[src/rtl/tpi_pkg.sv]
`timescale 1ns / 1ps
`default_nettype none

package tpi_pkg;

  localparam int NODES       = 64;
  localparam int NODE_AW     = (NODES > 1) ? $clog2(NODES) : 1;
  localparam int TRACE_DEPTH = 4096;
  localparam int EV_AW       = (TRACE_DEPTH > 1) ? $clog2(TRACE_DEPTH) : 1;
  localparam int CNT_W       = $clog2(TRACE_DEPTH + 1);

  localparam logic [1:0] MODE_LOAD   = 2'd0;
  localparam logic [1:0] MODE_TEST   = 2'd1;
  localparam logic [1:0] MODE_REWIND = 2'd2;

  localparam logic       STATUS_OK   = 1'b0;
  localparam logic       STATUS_FULL = 1'b1;

  typedef struct packed {
    logic [31:0] cycle;
    logic [5:0]  src;
    logic [5:0]  dst;
    logic [7:0]  flits;
  } event_t;

  typedef struct packed {
    logic [CNT_W-1:0] cnt;
    logic [5:0]       dest;
    logic [7:0]       flits;
  } node_ent_t;

  typedef struct packed {
    logic               en;
    logic [NODE_AW-1:0] addr;
    node_ent_t          data;
  } node_wr_t;

  typedef struct packed {
    logic      vld;
    node_ent_t ent;
  } node_rd_t;

  function automatic logic node_ok(input logic [5:0] n);
    return (32'(n) < 32'(NODES));
  endfunction

endpackage

`default_nettype wire

[src/rtl/tpi_node_tbl.sv]
`timescale 1ns / 1ps
`default_nettype none

// per-node pending count and first event, with one valid bit per entry
module tpi_node_tbl (
  input  logic                        clk,
  input  logic                        rst_n,
  input  logic                        clr,
  input  logic                        rd_en,
  input  logic [tpi_pkg::NODE_AW-1:0] rd_addr,
  input  tpi_pkg::node_wr_t           wr,
  output tpi_pkg::node_rd_t           rd
);
  import tpi_pkg::*;

  node_ent_t        mem [NODES];
  logic [NODES-1:0] vld_r;
  node_ent_t        q_r;
  logic             q_vld_r;

  always_ff @(posedge clk) begin
    if (wr.en) begin
      mem[wr.addr] <= wr.data;
    end
    if (rd_en) begin
      q_r <= mem[rd_addr];
    end
  end

  always_ff @(posedge clk) begin
    if (!rst_n) begin
      vld_r   <= '0;
      q_vld_r <= 1'b0;
    end else begin
      if (clr) begin
        vld_r <= '0;
      end else if (wr.en) begin
        vld_r[wr.addr] <= 1'b1;
      end
      if (rd_en) begin
        q_vld_r <= vld_r[rd_addr];
      end
    end
  end

  // entry not written since the last clear reads as no events
  always_comb begin
    rd.vld       = q_vld_r;
    rd.ent.cnt   = q_vld_r ? q_r.cnt : '0;
    rd.ent.dest  = q_r.dest;
    rd.ent.flits = q_r.flits;
  end

endmodule

`default_nettype wire

[config.mk]
export PLATFORM = sky130hd
export DESIGN_NAME = tpi_node_tbl
export DESIGN_NICKNAME = d
export VERILOG_FILES = /design/src/rtl/tpi_pkg.sv /design/src/rtl/tpi_node_tbl.sv
export SDC_FILE = /design/constraint.sdc
export NUM_CORES = 2
export LEC_CHECK = 0
export ABC_CLOCK_PERIOD_IN_PS = 4000
export BUFFER_PORTS_ARGS = -buffer_cell sky130_fd_sc_hd__buf_4
export CORE_AREA = 4 4 507 559
export DETAILED_ROUTE_END_ITERATION = 10
export DIE_AREA = 0 0 511 563
export HOLD_SLACK_MARGIN = 0.03
export SLEW_MARGIN = 20
export SYNTH_ARGS = -nofsm -noshare
export SYNTH_HDL_FRONTEND = slang
export SYNTH_SLANG_ARGS = --single-unit
[constraint.sdc]
create_clock -name clk -period 4 [get_ports clk]
set_input_delay 0 -clock clk [delete_from_list [all_inputs] [get_ports clk]]
set_output_delay 0 -clock clk [all_outputs]
set_load 0.01 [all_outputs]
==> run summary <==
After detailed routing, the average wire length per cell comes to 25.8 um. The tools report the number of antenna-violating nets in the routed design as 0. Post-synthesis instance area: 69200 um^2. Of the cells placed in the final design, the portion with a size suffix greater than 1 is 33.8%. The first global-routing pass estimated 252 mm of wire.

The tools report the overflow left after global routing as 0. The commonest cells after synthesis are sky130_fd_sc_hd__edfxtp_1, sky130_fd_sc_hd__mux4_2, sky130_fd_sc_hd__clkbuf_1. After global routing, the most crowded layer is met2. The number of enable flip-flop cells after synthesis works out to 1755.

Slowest library cell on the worst path: sky130_fd_sc_hd__mux4_2. Setup violations remaining at the end of the flow were counted as 0. Proportion of synthesized flip-flops having asynchronous set or reset: 0%.

The maximum single-stage delay on the critical path came out at 0.57 ns. Detailed placement ended at an HPWL of 95.5 mm. The clock tree root driver cell was sky130_fd_sc_hd__clkbuf_16. The cell depth of the worst min-delay path is 3, and the placeable core area is 278000 um^2. Flip-flop and latch count after synthesis: 1820. Family with the most delay on the worst path: buffers and inverters. Along the worst path, the maximum fanout reaches 66. The most instantiated flip-flop cell in the synthesis netlist was sky130_fd_sc_hd__edfxtp_1.

Setup slack closes at 1.24 ns. Data on the critical path arrives at its endpoint at 3.42 ns. The number of placed I/O pins came out at 72. The type of the worst min-delay path was in -> reg.

The cell depth of the worst flop-to-flop path works out to 6. The run gives 177 mm as the post-detailed-routing wire length. At the end of the flow, the number of nets in the layout was 3097.

The flow ran to the end, and the final reports show no timing, DRC or antenna violations. The critical path startpoint category was an input port. The count of warnings emitted by yosys is 0. The category of the most critical setup path was in -> reg.

The logs give 31400 for the number of vias after detailed routing and 6882 for the final instance count without filler cells. Counting the fill cells in the layout gives 26500. The last weighted congestion value of the routability-driven placer was 0.734; the static leakage power was 24.4 nW.

The number of gates resized after CTS was 0. The met1 layer usage reported by global route is 14.9%, and the number of violations reported at the end of detailed-routing iteration 0 is 3572. After technology mapping, the gate count stands at 2822. The logs give 38 for the hold buffer count at cts and 0.797 ns for the setup slack at placement. The number of antenna violations at the first check in global routing was 14; the number of nets in the synthesized netlist was 2866.

Kind of end point of the critical path: a flip-flop. The run gives 6543 as the number of cells in the design after placement. By area the synthesized netlist is led by sky130_fd_sc_hd__edfxtp_1, sky130_fd_sc_hd__mux4_2, sky130_fd_sc_hd__dfxtp_1, sky130_fd_sc_hd__o21a_1, sky130_fd_sc_hd__buf_2. Setup repair after global routing left no endpoint under its margin. Pin count of the biggest net entering global routing: 95. For flop-to-flop paths, the worst setup slack is 1.46 ns. For the worst setup path, the data required time is 4.67 ns. The most critical setup path has its startpoint at rd_addr[0]. Once the clock tree was built, the setup fixing pass inserted 0 buffers. After synthesis, the mean cell area works out to 24.5 um^2. The run gives 24.9% as the starting density of the core.

Across every metal layer, demand over resource in global routing totals 12.1%. The worst pin sits at a relative slew slack of 26.6%. Across the run, the number of max-cap violations was 0. After detailed routing, the number of vias per cell comes to 4.56. The number of global-route vias before repair was 32700. In this run the most critical hold path is launched from rd_addr[4]. The run gives 1.72% as the fraction of met3 tracks used by global routing. In this run the critical register-to-register path is launched from vld_r[39]. For the minimum hold slack, the log shows 0.0914 ns. After layout, the worst path uses 68.9% of the clock period. Instance area at placement: 75300 um^2. The count of H-tree levels built during CTS is 4, and the clock insertion delay at the later pin of the skew report is 0.80 ns.

The fmax was 0.363 GHz. After routing the design area is 80900 um^2. For the number of endpoints with negative hold slack in the final report, the log shows 0. TritonCTS built the clock tree. The share of the Yosys chip area taken by registers is 78.0%. The die height came out at 563 um. The tools report the final total negative setup slack as 0 ns. The tools report the endpoint with the worst hold slack as rd[10]. The number of CTS-inserted buffers is 160, and the total buffers and inverters traversed by the critical path is 3. The final count of pins violating max slew was 0; the slew at the pin closest to its max-slew limit was 1.10 ns. The synthesized design devotes to its leading area cell type 76.1% of total area. The die covers 288000 um^2. For met2 alone, demand over resource in global routing was 22.1%.

The longest clock path from root to sink contains 3 buffers. The clock net in this run drives a total of 1820 sinks. From left edge to right edge, the die measures 511 um.

The tools report the number of detailed-route iterations in the first pass as 5. Walking the worst path, the cells encountered are buf_8 -> buf_4 -> mux4_2 -> a22oi_1 -> a21boi_1 -> or4_1 -> a41o_1 -> dlygate4sd3_1. Input and output buffers added on the ports amount to 71. The largest area contributor in the synthesized netlist is sky130_fd_sc_hd__edfxtp_1. The count of cell types in the netlist came out at 32. The peak ir drop on the vdd network was 380 uV; the setup clock skew after layout was 0.0234 ns. The area growth from synthesis to final layout works out to 16.9%.

Clock-pin slew was measured on the worst setup and hold paths at 0.06 ns. After layout, the minimum clock period comes to 2.76 ns. The logs give 203 for the number of rows in the core area and 0 for the number of remaining DRC errors.

For this design the ratio of total power to cell area is 476 nW/um^2. The most frequent cell after synthesis was sky130_fd_sc_hd__edfxtp_1. The worst register-to-register path ends at q_vld_r.
cells by family after synthesis:
| family | after synthesis | synth area share, % |
|---|---|---|
| flops | 1820 | 78.0 |
| mux | 604 | 18.9 |
| buf+inv | 165 | 1.16 |
| simple gates | 139 | 0.927 |
| compound gates | 94 | 0.958 |
worst max path at each step:
stage | to | slack [ns] | depth (start not counted)
3_3_place_gp | q_r[19] | 0.80 | 7
3_5_place_dp | q_r[19] | 0.80 | 7
6_report | q_vld_r | 1.24 | 8
5_1_grt | q_vld_r | 1.10 | 8
4_1_cts | q_vld_r | 1.25 | 8
2_1_floorplan | mem[40][0] | 1.15 | 3
state kept, by name, indices dropped and copies added (netlist names):
| signal | flops |
|---|---|
| mem | 1728 |
| q_r | 13 |
| q_vld_r | 1 |
| rd | 14 |
| vld_r | 64 |
per-layer routing:
metal	vias up	wire length (um)
met3	254	9620
met2	1087	94700
met5	-	27
li1	12600	-
met1	17400	68300
met4	4	4560
layout make-up:
class                   count  area, um^2  area share [%]
clock buffers             198        4250            5.26
repair buffers            234        2190            2.71
multi-input cells         837       14900            18.4
clock inverters            97         940            1.16
well taps                3690        4620            5.71
flip-flops and latches   1820       54000            66.7
diodes                      6        15.0          0.0186
worst reg2reg max path, stage by stage, from the launching register on:
cell and delay (ns):
sky130_fd_sc_hd__dfxtp_1 0.32, sky130_fd_sc_hd__mux4_2 0.49, sky130_fd_sc_hd__a22oi_1 0.22, sky130_fd_sc_hd__a21boi_1 0.09
sky130_fd_sc_hd__or4_1 0.52, sky130_fd_sc_hd__a41o_1 0.24, sky130_fd_sc_hd__dlygate4sd3_1 0.54
where the power goes:
group | switching (mW) | total, mW | internal [mW]
Clock | 6.89 | 15.5 | 8.58
Sequential | 0.0705 | 21.1 | 21.0
Combinational | 1.09 | 1.90 | 0.812
Total | 8.05 | 38.5 | 30.4
placed cells by master, fill, tap and decap left out, types with 2 or more instances in the layout:
master                          instances
sky130_fd_sc_hd__buf_8                  3
sky130_fd_sc_hd__a22oi_1                2
sky130_fd_sc_hd__a22o_1                 2
sky130_fd_sc_hd__dfxtp_1               65
sky130_fd_sc_hd__nor2_4                60
sky130_fd_sc_hd__nor2_1                 4
sky130_fd_sc_hd__clkbuf_1              32
sky130_fd_sc_hd__o21ai_0                3
sky130_fd_sc_hd__nand3b_1               3
sky130_fd_sc_hd__clkinv_2              30
sky130_fd_sc_hd__dlygate4sd3_1         38
sky130_fd_sc_hd__nand2b_1               5
sky130_fd_sc_hd__clkbuf_16            164
sky130_fd_sc_hd__edfxtp_1            1755
sky130_fd_sc_hd__bufinv_16             15
sky130_fd_sc_hd__nor3_2                 4
sky130_fd_sc_hd__diode_2                6
sky130_fd_sc_hd__buf_12                25
sky130_fd_sc_hd__clkinvlp_4             5
sky130_fd_sc_hd__o21a_1                64
sky130_fd_sc_hd__o21ai_1               17
sky130_fd_sc_hd__clkbuf_8               2
sky130_fd_sc_hd__nor2b_1                7
sky130_fd_sc_hd__or3_1                  2
sky130_fd_sc_hd__buf_4                167
sky130_fd_sc_hd__inv_16                 2
sky130_fd_sc_hd__and2_1                14
sky130_fd_sc_hd__clkinv_8               3
sky130_fd_sc_hd__nand4_1                4
sky130_fd_sc_hd__mux2i_1               21
sky130_fd_sc_hd__clkinv_4               3
sky130_fd_sc_hd__o22ai_1                2
sky130_fd_sc_hd__clkinv_1              31
sky130_fd_sc_hd__mux4_2               562
sky130_fd_sc_hd__mux2_2                21
sky130_fd_sc_hd__nand2_1               23
sky130_fd_sc_hd__nand3_1                9
sky130_fd_sc_hd__inv_6                  8
metrics by stage:
step	util, %	power [mW]
6_report	29.1	38.5
5_1_grt	29.1	39.7
4_1_cts	29.1	38.8
3_5_place_dp	27.1	23.4
3_3_place_gp	27.1	23.4
2_1_floorplan	-	22.6
Note: power is estimated with default switching activity, not from simulation.
